===== src/rtl/core/permutation_rank_unrank_top_macros.svh =====
// assertion helpers, clocked on clk and disabled while rst_n is low
`ifndef PERMUTATION_RANK_UNRANK_TOP_MACROS_SVH
`define PERMUTATION_RANK_UNRANK_TOP_MACROS_SVH

// same-cycle implication
`define PRUR_ASSERT_IMPL(lbl, ante, cons, msg) \
  lbl: assert property (@(posedge clk) disable iff (!rst_n) (ante) |-> (cons)) \
    else $error(msg);

// implication after a fixed number of cycles
`define PRUR_ASSERT_DLY(lbl, ante, n, cons, msg) \
  lbl: assert property (@(posedge clk) disable iff (!rst_n) (ante) |-> ##n (cons)) \
    else $error(msg);

`endif


===== src/rtl/core/prur_pkg.sv =====
package prur_pkg;

  localparam int STAGE    = 7;
  localparam int NPOS     = 7;
  localparam int USED_POS = (STAGE < NPOS) ? STAGE : NPOS;

  localparam int SYM_W  = 3;
  localparam int RANK_W = 13;
  localparam int POS_W  = $clog2(NPOS);
  localparam int CNT_W  = $clog2(NPOS + 1);

  // front register, one register per position, output register
  localparam int LATENCY = USED_POS + 2;

  localparam logic OP_RANK   = 1'b0;
  localparam logic OP_UNRANK = 1'b1;

  localparam logic [RANK_W-1:0] FACT [NPOS+1] = '{
    13'd1, 13'd1, 13'd2, 13'd6, 13'd24, 13'd120, 13'd720, 13'd5040
  };

  localparam logic [RANK_W-1:0] RANK_LIMIT = FACT[USED_POS];

  typedef struct packed {
    logic             op;
    logic [SYM_W-1:0] sym_0;
    logic [SYM_W-1:0] sym_1;
    logic [SYM_W-1:0] sym_2;
    logic [SYM_W-1:0] sym_3;
    logic [SYM_W-1:0] sym_4;
    logic [SYM_W-1:0] sym_5;
    logic [SYM_W-1:0] sym_6;
    logic [RANK_W-1:0] rank_in;
  } in_item_t;

  typedef struct packed {
    logic [RANK_W-1:0] rank_out;
    logic [SYM_W-1:0]  out_0;
    logic [SYM_W-1:0]  out_1;
    logic [SYM_W-1:0]  out_2;
    logic [SYM_W-1:0]  out_3;
    logic [SYM_W-1:0]  out_4;
    logic [SYM_W-1:0]  out_5;
    logic [SYM_W-1:0]  out_6;
    logic              range_error;
  } out_item_t;

  typedef logic [NPOS-1:0][SYM_W-1:0] sym_vec_t;

  typedef struct packed {
    logic              op;
    logic              err;
    logic [RANK_W-1:0] rem;
    logic [RANK_W-1:0] total;
    sym_vec_t          syms;
    sym_vec_t          pool;
    sym_vec_t          outs;
  } pipe_t;

endpackage


===== src/rtl/core/prur_front.sv =====
module prur_front (
  input  logic              clk,
  input  logic              rst_n,
  input  logic              in_valid,
  input  prur_pkg::in_item_t in_item,
  output logic              out_valid,
  output prur_pkg::pipe_t   out_st
);
  import prur_pkg::*;

  logic  valid_r;
  pipe_t st_r;
  pipe_t st_nxt;

  always_comb begin
    st_nxt.op    = in_item.op;
    st_nxt.err   = (in_item.op == OP_UNRANK) && (in_item.rank_in >= RANK_LIMIT);
    st_nxt.rem   = in_item.rank_in;
    st_nxt.total = '0;
    st_nxt.syms  = {in_item.sym_6, in_item.sym_5, in_item.sym_4, in_item.sym_3,
                    in_item.sym_2, in_item.sym_1, in_item.sym_0};
    for (int k = 0; k < NPOS; k++) begin
      st_nxt.pool[k] = SYM_W'(k);
    end
    st_nxt.outs = '0;
  end

  always_ff @(posedge clk) begin
    if (!rst_n) begin
      valid_r <= 1'b0;
    end else begin
      valid_r <= in_valid;
    end
  end

  always_ff @(posedge clk) begin
    st_r <= st_nxt;
  end

  assign out_valid = valid_r;
  assign out_st    = st_r;

endmodule


===== src/rtl/core/prur_stage.sv =====
module prur_stage (
  input  logic                       clk,
  input  logic                       rst_n,
  input  logic [prur_pkg::POS_W-1:0] pos,
  input  logic                       in_valid,
  input  prur_pkg::pipe_t            in_st,
  output logic                       out_valid,
  output prur_pkg::pipe_t            out_st
);
  import prur_pkg::*;

  logic             valid_r;
  pipe_t            st_r;
  pipe_t            st_nxt;
  logic [CNT_W-1:0] left;
  logic [POS_W-1:0] idx;
  logic [CNT_W-1:0] cnt;
  logic [POS_W-1:0] dig;
  logic [SYM_W-1:0] sel;

  // positions still to go, including this one
  assign left = CNT_W'(USED_POS) - CNT_W'(pos);
  assign idx  = POS_W'(left - CNT_W'(1));

  always_comb begin
    cnt = '0;
    dig = '0;
    for (int j = 1; j < NPOS; j++) begin
      // rank: later symbols smaller than the head
      if ((CNT_W'(j) < left) && (in_st.syms[j] < in_st.syms[0])) begin
        cnt = cnt + CNT_W'(1);
      end
      // unrank: quotient digit by threshold compares
      if ((CNT_W'(j) < left) && (in_st.rem >= RANK_W'(j * FACT[idx]))) begin
        dig = dig + POS_W'(1);
      end
    end
  end

  assign sel = in_st.pool[dig];

  always_comb begin
    st_nxt       = in_st;
    st_nxt.total = in_st.total + RANK_W'(cnt * FACT[idx]);
    st_nxt.rem   = in_st.rem - RANK_W'(dig * FACT[idx]);
    for (int k = 0; k < NPOS - 1; k++) begin
      st_nxt.syms[k] = in_st.syms[k+1];
      st_nxt.outs[k] = in_st.outs[k+1];
      // drop the chosen symbol from the pool
      st_nxt.pool[k] = (POS_W'(k) < dig) ? in_st.pool[k] : in_st.pool[k+1];
    end
    st_nxt.syms[NPOS-1] = '0;
    st_nxt.outs[NPOS-1] = sel;
    st_nxt.pool[NPOS-1] = in_st.pool[NPOS-1];
  end

  always_ff @(posedge clk) begin
    if (!rst_n) begin
      valid_r <= 1'b0;
    end else begin
      valid_r <= in_valid;
    end
  end

  always_ff @(posedge clk) begin
    st_r <= st_nxt;
  end

  assign out_valid = valid_r;
  assign out_st    = st_r;

endmodule


===== src/rtl/core/prur_back.sv =====
module prur_back (
  input  logic                clk,
  input  logic                rst_n,
  input  logic                in_valid,
  input  prur_pkg::pipe_t     in_st,
  output logic                out_valid,
  output prur_pkg::out_item_t out_item
);
  import prur_pkg::*;

  logic      valid_r;
  out_item_t item_r;
  out_item_t item_nxt;
  sym_vec_t  al;
  logic      good_unrank;

  // symbols were shifted in at the top end, one per position
  for (genvar k = 0; k < NPOS; k++) begin : g_align
    if (k < USED_POS) begin : g_used
      assign al[k] = in_st.outs[NPOS-USED_POS+k];
    end else begin : g_unused
      assign al[k] = '0;
    end
  end

  assign good_unrank = (in_st.op == OP_UNRANK) && !in_st.err;

  always_comb begin
    item_nxt.rank_out    = (in_st.op == OP_RANK) ? in_st.total : '0;
    item_nxt.out_0       = good_unrank ? al[0] : '0;
    item_nxt.out_1       = good_unrank ? al[1] : '0;
    item_nxt.out_2       = good_unrank ? al[2] : '0;
    item_nxt.out_3       = good_unrank ? al[3] : '0;
    item_nxt.out_4       = good_unrank ? al[4] : '0;
    item_nxt.out_5       = good_unrank ? al[5] : '0;
    item_nxt.out_6       = good_unrank ? al[6] : '0;
    item_nxt.range_error = (in_st.op == OP_UNRANK) && in_st.err;
  end

  always_ff @(posedge clk) begin
    if (!rst_n) begin
      valid_r <= 1'b0;
    end else begin
      valid_r <= in_valid;
    end
  end

  always_ff @(posedge clk) begin
    item_r <= item_nxt;
  end

  assign out_valid = valid_r;
  assign out_item  = item_r;

endmodule


===== src/rtl/core/permutation_rank_unrank_top.sv =====
// permutation rank / unrank, seven symbols, lexicographic (factoradic) order
//
// input: drive in_item and raise start; the item is taken at a rising edge
// with start high and busy low. busy is high only while rst_n is low, so after
// reset an item can be given in every cycle. in_item.op selects rank
// (sym_0..sym_6 -> rank_out) or unrank (rank_in -> out_0..out_6). an unrank
// of 5040 or more sets range_error.
//
// output: out_valid is high for one cycle with out_item; the item is taken
// at the edge that ends that cycle. the receiver cannot stall the block.
//
// pipeline: from the accepting edge the item passes the input register, one
// register per symbol position and the output register to the result.
// throughput: one item per cycle, set by the per-position stage,
// where one compare group handles one digit of the code.
//
// reset: synchronous, active low rst_n; all valid bits are cleared and any
// item in flight is dropped. no configuration.
module permutation_rank_unrank_top (
  input  logic                clk,
  input  logic                rst_n,
  input  logic                start,
  output logic                busy,
  input  prur_pkg::in_item_t  in_item,
  output logic                out_valid,
  output prur_pkg::out_item_t out_item
);
  import prur_pkg::*;

  `include "permutation_rank_unrank_top_macros.svh"

  pipe_t st   [USED_POS+1];
  logic  vld  [USED_POS+1];
  logic  in_valid;

  // no item is taken while the pipeline is held in reset
  assign busy     = !rst_n;
  assign in_valid = start && !busy;

  prur_front u_front (
    .clk      (clk),
    .rst_n    (rst_n),
    .in_valid (in_valid),
    .in_item  (in_item),
    .out_valid(vld[0]),
    .out_st   (st[0])
  );

  for (genvar g = 0; g < USED_POS; g++) begin : g_pos
    prur_stage u_stage (
      .clk      (clk),
      .rst_n    (rst_n),
      .pos      (POS_W'(g)),
      .in_valid (vld[g]),
      .in_st    (st[g]),
      .out_valid(vld[g+1]),
      .out_st   (st[g+1])
    );
  end

  prur_back u_back (
    .clk      (clk),
    .rst_n    (rst_n),
    .in_valid (vld[USED_POS]),
    .in_st    (st[USED_POS]),
    .out_valid(out_valid),
    .out_item (out_item)
  );

  `PRUR_ASSERT_DLY(a_latency, in_valid, LATENCY, out_valid, "result missing after accepted item")
  `PRUR_ASSERT_IMPL(a_no_spurious, out_valid, $past(in_valid, LATENCY),
                    "result without an accepted item")
  `PRUR_ASSERT_IMPL(a_err_zero, out_valid && out_item.range_error,
                    (out_item.rank_out == '0) && (out_item.out_0 == '0) &&
                    (out_item.out_3 == '0) && (out_item.out_6 == '0),
                    "range error with nonzero result fields")
  `PRUR_ASSERT_IMPL(a_one_mode, out_valid,
                    (out_item.rank_out == '0) ||
                    ((out_item.out_0 == '0) && (out_item.out_1 == '0) &&
                     (out_item.out_6 == '0) && !out_item.range_error),
                    "rank and unrank fields both set")

endmodule

===== config.mk =====
export PLATFORM = sky130hd
export DESIGN_NAME = permutation_rank_unrank_top
export DESIGN_NICKNAME = d
export VERILOG_FILES = /design/src/rtl/core/prur_pkg.sv /design/src/rtl/core/prur_front.sv /design/src/rtl/core/prur_stage.sv /design/src/rtl/core/prur_back.sv /design/src/rtl/core/permutation_rank_unrank_top.sv
export VERILOG_INCLUDE_DIRS = /design/src /design/src/rtl/core
export SDC_FILE = /design/constraint.sdc
export NUM_CORES = 1
export LEC_CHECK = 0
export BUFFER_PORTS_ARGS = -buffer_cell sky130_fd_sc_hd__clkbuf_2
export CAP_MARGIN = 20
export CORE_MARGIN = 2
export CORE_UTILIZATION = 55
export CTS_CLUSTER_SIZE = 20
export DETAILED_ROUTE_END_ITERATION = 6
export PLACE_DENSITY = 0.78
export SLEW_MARGIN = 20
export SYNTH_ARGS = -nofsm -noshare
export SYNTH_HDL_FRONTEND = slang
export SYNTH_SLANG_ARGS = --single-unit

===== constraint.sdc =====
create_clock -name clk -period 5.38 [get_ports clk]
set_input_delay 0.269 -clock clk [delete_from_list [all_inputs] [get_ports clk]]
set_output_delay 0.269 -clock clk [all_outputs]
set_load 0.02 [all_outputs]

After elaboration in Yosys (flattened, before gate mapping)
Memory sizes are Yosys's and may differ from the RTL's. A register that Yosys moved wholly into a read port is not among the register bits.
Index checks and enable logic that the tools add are counted.
Storage, ports and cells
  logic and storage cells: 345
  memory bits (writable): 0
  flip-flop bits (word level): 480
  bits in latches: 0
  output and inout port bits: 37
  bits in read-only memories: 24
  memories kept: 1
  input port bits: 38
Cells by class
  shift-type cells: 0
  bitwise gates (word level): 0
  add/sub/neg operators: 40
  reductions and logical operators: 6
  multipliers: 8
  div/mod/pow operators: 0
  $lt $le $gt $ge: 79
  equality and inequality tests: 0
  muxes and demuxes: 79
Memory list
  (no name shown): depth 8, bits a word 3, read ports 1, clocked after Yosys merged registers in 1, write ports 0, RTL line prur_stage.sv:40  | assign sel = in_st.pool[dig];
Operators with widths (count)
  2-to-1 mux 3 bit: 57
  < comparator 3 bit: 21
  adder 3 x 1 -> 3 bit, second input constant: 20
  subtractor 13 bit: 4
  binary-select mux 3 bit (select 3 bit): 5
  adder 13 bit: 3
  greater-or-equal comparator 13 x 12 -> 1 bit, second input constant: 3
  greater-or-equal comparator 13 x 7 -> 1 bit, second input constant: 3
  < comparator 1 x 3 -> 1 bit, first input constant: 10
  < comparator 2 x 3 -> 1 bit, first input constant: 10
  < comparator 3 bit, first input constant: 10
  greater-or-equal comparator 13 x 10 -> 1 bit, second input constant: 2
  greater-or-equal comparator 13 bit, second input constant: 2
  greater-or-equal comparator 13 x 3 -> 1 bit, second input constant: 2
  greater-or-equal comparator 13 x 5 -> 1 bit, second input constant: 2
  greater-or-equal comparator 13 x 9 -> 1 bit, second input constant: 2
  adder 1 x 1 -> 2 bit, second input constant: 10
  multiplier 3 x 2 -> 5 bit, second input constant: 4
  multiplier 3 x 6 -> 9 bit, second input constant: 2
  < comparator 3 x 4 -> 1 bit, second input constant: 4
  2-to-1 mux 1 bit: 15
  multiplier 3 x 4 -> 7 bit, second input constant: 2
  adder 13 x 1 -> 13 bit: 1
  adder 13 x 4 -> 13 bit: 1
  other kinds (12): 17

Depth between registers and ports, before layout
Gate-level depths: netlist (run 1).
  depth in word-level cells: 14
  depth in mapped cells: 30
  depth with buffers taken out: 30

Cells and area by module
Synthesis (run 1) repeated with hierarchy kept, for this count alone.
Second synthesis, totals
  cell total of the unflattened synthesis: 5681
  area total of the unflattened synthesis: 54282.1 µm²
Modules (own cells, without submodules)
  prur_stage at g_pos[0].u_stage: sequential area each 1781.7 µm², cells each 804, instances 1, area each 7606.0 µm²
  prur_stage at g_pos[6].u_stage: sequential area each 1781.7 µm², cells each 796, instances 1, area each 7495.9 µm²
  prur_stage at g_pos[4].u_stage: sequential area each 1781.7 µm², cells each 796, instances 1, area each 7447.1 µm²
  prur_stage at g_pos[5].u_stage: sequential area each 1781.7 µm², cells each 779, instances 1, area each 7427.1 µm²
  prur_stage at g_pos[1].u_stage: sequential area each 1781.7 µm², cells each 777, instances 1, area each 7398.3 µm²
  prur_stage at g_pos[2].u_stage: sequential area each 1781.7 µm², cells each 778, instances 1, area each 7378.3 µm²
  prur_stage at g_pos[3].u_stage: sequential area each 1781.7 µm², cells each 771, instances 1, area each 7293.2 µm²
  prur_front: sequential area each 740.7 µm², cells each 99, instances 1, area each 1191.1 µm²
  prur_back: sequential area each 720.7 µm², cells each 77, instances 1, area each 1027.2 µm²
  permutation_rank_unrank_top: sequential area each 0.0 µm², cells each 4, instances 1, area each 17.5 µm²

Worst setup path before layout (run 1)
Ideal clock, no wire load.
  path type: register to register
  start: reg u_front.st_r, in the netlist u_front.out_st[81]
  end: reg g_pos[0].u_stage.st_r, in the netlist g_pos[0].u_stage.out_st[88]
  setup slack: -0.278 ns
  period minus slack after synthesis: 5.658 ns
  cell stages (with the launch flop): 29
  setup time: 0.120 ns
  buffers on the path: 0
  data required time: 5.260 ns
  arrival: 5.538 ns
  cells stage by stage: dfxtp_1 > o211a_1 > o21ai_0 > and3b_1 > ha_1 > nor3b_1 > a31oi_1 > nand2_1 > ha_1 > inv_1 > o2111a_1 > a211o_1 > ha_1 > and4_4 > nor3_2 > xnor2_1 > xnor2_2 > inv_1 > ha_1 > inv_1 > fa_1 > nor4b_1 > nor2_1 > o21ai_0 > xor2_1 > ha_1 > a21oi_1 > o21ai_0 > xnor2_1
RTL lines
  from (decl): RTL line prur_front.sv:12  | pipe_t st_r;
  from (signal assigned): RTL line prur_front.sv:37  | st_r <= st_nxt;
  to (signal assigned): RTL line prur_stage.sv:66  | st_r <= st_nxt;
  to (decl): RTL line prur_stage.sv:13  | pipe_t st_r;

==> results of run 1 <==
## worst min path at each step
stage                                start                     endpoint  slack, ns
2_1_floorplan                  in_item[31]           u_front.out_st[42]       0.30
4_1_cts                              rst_n   g_pos[4].u_stage.out_valid       0.05
3_5_place_dp   g_pos[0].u_stage.out_st[77]  g_pos[1].u_stage.out_st[77]       0.31
5_1_grt                              rst_n   g_pos[5].u_stage.out_valid       0.06
3_3_place_gp            u_front.out_st[77]  g_pos[0].u_stage.out_st[77]       0.31
6_report                             rst_n   g_pos[4].u_stage.out_valid       0.06
## flip-flops by register name, summed over array words and instances (netlist names)
name and count:
g_pos.u_stage.out_st 361, u_front.out_st 36, u_back.out_valid 1, u_front.out_valid 1
u_back.out_item 35, g_pos.u_stage.out_valid 7
## cells in the final DEF (no fill, tap or decap), types with 43 or more instances in the layout
| cell | instances |
|---|---|
| a21o_1 | 43 |
| xor2_1 | 50 |
| a21oi_1 | 46 |
| ha_1 | 148 |
| nand2_1 | 78 |
| inv_1 | 112 |
| xnor2_1 | 60 |
| clkbuf_16 | 44 |
| nor2_1 | 47 |
| clkbuf_2 | 74 |
| dfxtp_1 | 434 |
## per-stage QoR
step | TNS, ns | instances
final | 0 | 2014
after global routing | -0.681 | 2014
after CTS | -0.0314 | 2003
after detailed placement | -0.618 | 1882
after global placement | 0 | 1882
after floorplan | 0 | 1405
## logic make-up after synthesis
logic type / count (synthesis) / share of synthesized area
buf+inv: 130 / 0.0300
simple gates: 293 / 0.0943
xor+xnor: 118 / 0.0667
flops: 441 / 0.539
compound gates: 172 / 0.0708
fa+ha+maj: 182 / 0.149
mux: 69 / 0.0511
## critical path: cells and delay by family (launching register included)
kind                     cells  cell delay, ns
AND/OR/NAND/NOR              4            0.35
flip-flops                   1            0.33
XOR/XNOR                     3            0.51
AO/OA/AOI/OAI                5            0.86
adder cells (fa/ha/maj)      8            2.42
multiplexers                 2            0.47
buffers and inverters        4            0.27
## area by class of cell
type	instances	area [sq um]
Fill cell	2188	9930
Sequential cell	441	8840
Multi-Input combinational cell	834	7320
Clock buffer	59	1250
Timing Repair Buffer	149	1030
Tap cell	390	488
Inverter	123	464
Clock inverter	18	163
## timing repair
item                                   4_1_cts  5_1_grt
gates cloned                                 0        0
buffers inserted                             8       11
setup endpoints to repair                    7       12
hold buffers                                36        0
gates resized for setup                     10       49
pin swaps                                   11       39
endpoints found under the hold margin       37        0
## metal layers
layer  part of all wire  vias to the layer above
met5                  0                        -
met4              0.031                        0
met3              0.033                       54
met2               0.50                      146
met1               0.44                     4431
li1                   -                     5041
==> flow_summary_export.csv, run 1 <==
group,metric,value,unit
place,numPortBuffers,74,
detailed_routing,drt-total-wl,26.4,mm
cts,clk_pin_slew,0.06,ns
floorplanning,fp-row-count,63,
sta,tightest_slew,0.645,ns
global_routing,grt_max_degree,20,
detailed_routing,vias,9672,
floorplanning,core,29500,sq um
global_routing,grtUsageMet3,0.0303,
sta,rsz0062_at_grt,"true",
logic_synthesis,synth-edff-count,0,
logic_synthesis,syn-num-nets,1625,
logic_synthesis,yosysMostFrequentCell,"dfxtp_1",
global_routing,met1_usage,0.197,
cts,ctsRootBufferMaster,"clkbuf_16",
logic_synthesis,synthTopCellsByArea,"dfxtp_1 54%, ha_1 12%, xnor2_1 3.3%, mux2_2 2.8%, inv_1 2.8%",
sta,finalCriticalPeriod,5.33,ns
final_layout,fin_util,0.663,
logic_synthesis,yosysWarningCount,0,
sta,finClkSkew,0.0229,ns
global_routing,overflow,0,
logic_synthesis,async_flop_share,0,
global_routing,use_met2,0.308,
detailed_routing,wl_per_cell,13.1,microns
logic_synthesis,netlist.area_leader.share,0.539,
logic_synthesis,yosysSeqAreaShare,0.539,
sta,finalWorstSetupSlack,0.0526,ns
global_routing,grt_pass1_wl,43.6,mm
critical_path,cp_max_fo,5,
global_routing,grt_pass1_vias,9754,
critical_path,critPathSlowestCell,"fa_2",
sta,hold_ws,0.0602,ns
logic_synthesis,syn_avg_cell_area,11.7,sq um
floorplanning,dieArea,31200,sq um
logic_synthesis,yosys.cell_types.count,73,
floorplanning,die_x,177,microns
place,post-dp-hpwl,18.6,mm
place,placed_cell_area,17400,sq um
logic_synthesis,synth-main-ff-cell,"dfxtp_1",
logic_synthesis,yosys.area.top_type,"dfxtp_1",
critical_path,crit_path_start_kind,"flop",
critical_path,cpPeakStageDelay,0.55,ns
critical_path,crit_path_end_kind,"flop",
critical_path,worstPathRequired,5.79,ns
cts,clock-sinks,441,
cts,worstSkewPairLatency,0.54,ns
sta,slew_violations,0,
cts,htree_levels,2,
critical_path,crit_top_cell,"ha_1",
critical_path,setup.worst_path.end,"g_pos[1].u_stage.out_st[75]",
worst_hold_path,hp-class,"in2reg",
final_layout,synthToLayoutAreaGrowth,19.3,%
critical_path,crit_type,"reg2reg",
place,dp_slack,-0.237,ns
sta,hold_violations,0,
critical_path,reg2reg_to,"g_pos[1].u_stage.out_st[75]",
run_status,status,"complete, no violations",
sta,fmax,188,MHz
final_layout,antennaDiodeCount,0,
global_routing,antenna_found_initial,0,
floorplanning,pin_count,75,
cts,clockBufferDepth,3,
detailed_routing,postRouteAntennaNets,0,
logic_synthesis,syn_inst,1405,
final_layout,drive_above_1_share,0.193,
cts,cts_tree,"done",
global_routing,top_usage_layer,"met2",
detailed_routing,dr.pass1.iters,4,
sta,slew_headroom,0.568,
logic_synthesis,synth_seq_cells,441,
critical_path,r2r_start,"g_pos[0].u_stage.out_st[43]",
sta,setup_viol,0,
logic_synthesis,synth_area,16400,sq um
global_routing,track_usage,0.169,
place,routabilityCongestion,0.836,
floorplanning,die_y,177,microns
final_layout,final_area,19600,sq um
critical_path,worstPathArrival,5.74,ns
detailed_routing,via_per_inst,4.80,
floorplanning,start_util,0.556,
run,cap_violations,0,
cts,cts_buffers,44,
critical_path,rr_worst_depth,26,
detailed_routing,drt_iter0_markers,354,
sta,period_share,0.990,
detailed_routing,drc,0,
final_layout,nNetsFinal,1813,
critical_path,r2r_slack,0.05,ns
worst_hold_path,hold_path_depth,2,
logic_synthesis,ys_top_cells_by_count,"441 x dfxtp_1, 161 x ha_1, 121 x inv_1, 78 x nand2_1, 62 x xnor2_1",
critical_path,crit_path_start,"g_pos[0].u_stage.out_st[43]",
Power of run 1 is not shown: default switching activity piles up to over one toggle a cycle in this logic, so the estimate is an artifact.
==> run 2: changes to the inputs <==
- CORE_UTILIZATION: 55 -> 60
- PLACE_DENSITY: 0.78 -> 0.82
- SYNTH_HIERARCHICAL: not set -> 1
==> run 2 against run 1 <==
The run now ends with max-slew violations, negative setup slack left. Flip-flop and latch count is 140 higher. Synthesized cell count grew to 3.8 times the previous value. Register-to-register slack worse by 1.5 ns. Maximum frequency is 22% lower. Critical endpoint is now g_pos[0].u_stage/out_st[87]. Global-route usage is 12 points higher. Clock skew hardly changed. Die area grew to 2.8 times the previous value. Hold slack better by 0.21 ns. Design area grew to 3.0 times the previous value.
==> flow_summary_export.csv, run 2 <==
group,metric,value,unit
place,routabilityCongestion,0.980,
sta,period_share,1.27,
run_status,status,"finished, violations left",
final_layout,synthToLayoutAreaGrowth,18.1,%
detailed_routing,via_per_inst,5.61,
place,post-dp-hpwl,96.0,mm
floorplanning,start_util,0.604,
final_layout,drive_above_1_share,0.187,
place,numPlacedInstances,6847,
critical_path,crit_family,"compound AO/OA/AOI/OAI gates",
worst_hold_path,hp-class,"in2reg",
final_layout,finalNonFillerCells,7078,
detailed_routing,drt_iter0_markers,2040,
critical_path,crit_top_cell,"o21a_1",
final_layout,nFillCells,5838,
critical_path,rr_worst_depth,35,
critical_path,worstPathRequired,5.89,ns
global_routing,overflow,0,
detailed_routing,vias,39700,
floorplanning,die_x,294,microns
global_routing,grt_max_degree,36,
floorplanning,pin_count,75,
sta,setup_viol,42,
cts,clock-sinks,581,
critical_path,crit_cells,35,
critical_path,critPathSlowestCell,"fa_1",
sta,tightest_slew,2.48,ns
final_layout,seq_area,11700,sq um
cts,ctsRootBufferMaster,"clkbuf_16",
global_routing,antenna_found_initial,0,
critical_path,worstPathArrival,7.36,ns
final_layout,layout_common_cells,"856 x ha_1, 599 x inv_1, 565 x dfxtp_1",
cts,clk_pin_slew,0.06,ns
sta,rsz0062_at_grt,"true",
detailed_routing,postRouteAntennaNets,0,
sta,slew_violations,24,
logic_synthesis,yosysWarningCount,6,
critical_path,cp_max_fo,4,
run,cap_violations,0,
detailed_routing,drt-total-wl,126,mm
cts,cts_buffers,61,
detailed_routing,drc,0,
worst_hold_path,hold_path_depth,2,
final_layout,largest_reg_flops,501,
place,dp_slack,-1.42,ns
run_status,violations,"max-slew violations, negative setup slack",
floorplanning,dieArea,86200,sq um
cts,htree_levels,2,
critical_path,cpPeakStageDelay,0.53,ns
sta,finalWorstSetupSlack,-1.47,ns
sta,hold_violations,0,
logic_synthesis,syn_avg_cell_area,9.38,sq um
floorplanning,core,83300,sq um
global_routing,grt_pass1_wl,202,mm
floorplanning,die_y,294,microns
global_routing,track_usage,0.285,
detailed_routing,wl_per_cell,17.8,microns
logic_synthesis,synth_area,50300,sq um
cts,clockBufferDepth,3,
sta,tns,-24.04,ns
critical_path,crit_path_start_kind,"flop",
cts,cts_tree,"done",
cts,worstSkewPairLatency,0.64,ns
floorplanning,fp-row-count,106,
sta,finalCriticalPeriod,6.85,ns
critical_path,crit_path_end_kind,"flop",
logic_synthesis,syn_inst,5360,
final_layout,multi_input_area,37900,sq um
place,numPortBuffers,74,
final_layout,final_common_cell,"ha_1",
critical_path,critical_path_buf_inv_count,4,
final_layout,nNetsFinal,7142,
critical_path,crit_type,"reg2reg",
sta,fmax,146,MHz
global_routing,grt_pass1_vias,41900,
sta,finClkSkew,0.0232,ns
sta,slew_headroom,-0.699,
detailed_routing,dr.pass1.iters,5,
==> run 2: worst paths after layout <==
kind | from | to | slack, ns
worst max-delay path | u_front/out_st[78] | g_pos[0].u_stage/out_st[87] | -1.47
worst min-delay path | in_item[0] | u_front/out_st[76] | 0.27
worst max register to register | u_front/out_st[78] | g_pos[0].u_stage/out_st[87] | -1.47
worst min register to register | g_pos[2].u_stage/out_st[89] | g_pos[3].u_stage/out_st[89] | 0.32
==> run 2: routing by layer <==
metal	GRT usage	vias to the layer above	part of all wire
met5	0	-	0
li1	-	19300	-
met4	0.160	0	0.059
met3	0.0321	369	0.038
met1	0.313	19000	0.39
met2	0.532	1017	0.51
==> run 2: layout make-up <==
type | instances | share of cell area
Clock buffer | 76 | 0.0280
Tap cell | 1080 | 0.0227
Multi-Input combinational cell | 4151 | 0.638
Sequential cell | 581 | 0.196
Inverter | 646 | 0.0413
Antenna cell | 1 | 0.0000421
Clock inverter | 37 | 0.00982
Timing Repair Buffer | 506 | 0.0642
==> run 2: what timing repair did <==
action / 4_1_cts / 5_1_grt
gates resized for setup: 131 / 195
setup buffers: 49 / 46
setup endpoints to repair: 56 / 76
endpoints found under the hold margin: 45 / 0
pin swaps: 83 / 154
hold buffers: 38 / 0
==> run 2: worst register-to-register path: cells and delay by family, from the launching register on <==
| kind | cells | cell delay (ns) |
|---|---|---|
| AO/OA/AOI/OAI | 15 | 2.49 |
| XOR/XNOR | 2 | 0.44 |
| adder cells (fa/ha/maj) | 8 | 2.37 |
| buffers and inverters | 4 | 0.38 |
| flip-flops | 1 | 0.35 |
| AND/OR/NAND/NOR | 6 | 0.70 |
==> run 2: through the flow <==
| step | cell area, sq um | util | hold slack, ns |
|---|---|---|---|
| finish | 59400 | 0.713 | 0.270 |
| global route | 59400 | 0.713 | 0.251 |
| CTS | 58200 | 0.699 | 0.229 |
| detailed placement | 54700 | 0.657 | 0.312 |
| global placement | 54700 | 0.657 | 0.311 |
| floorplan | 51500 | - | 0.297 |
Power of run 2 is left out for the same reason.
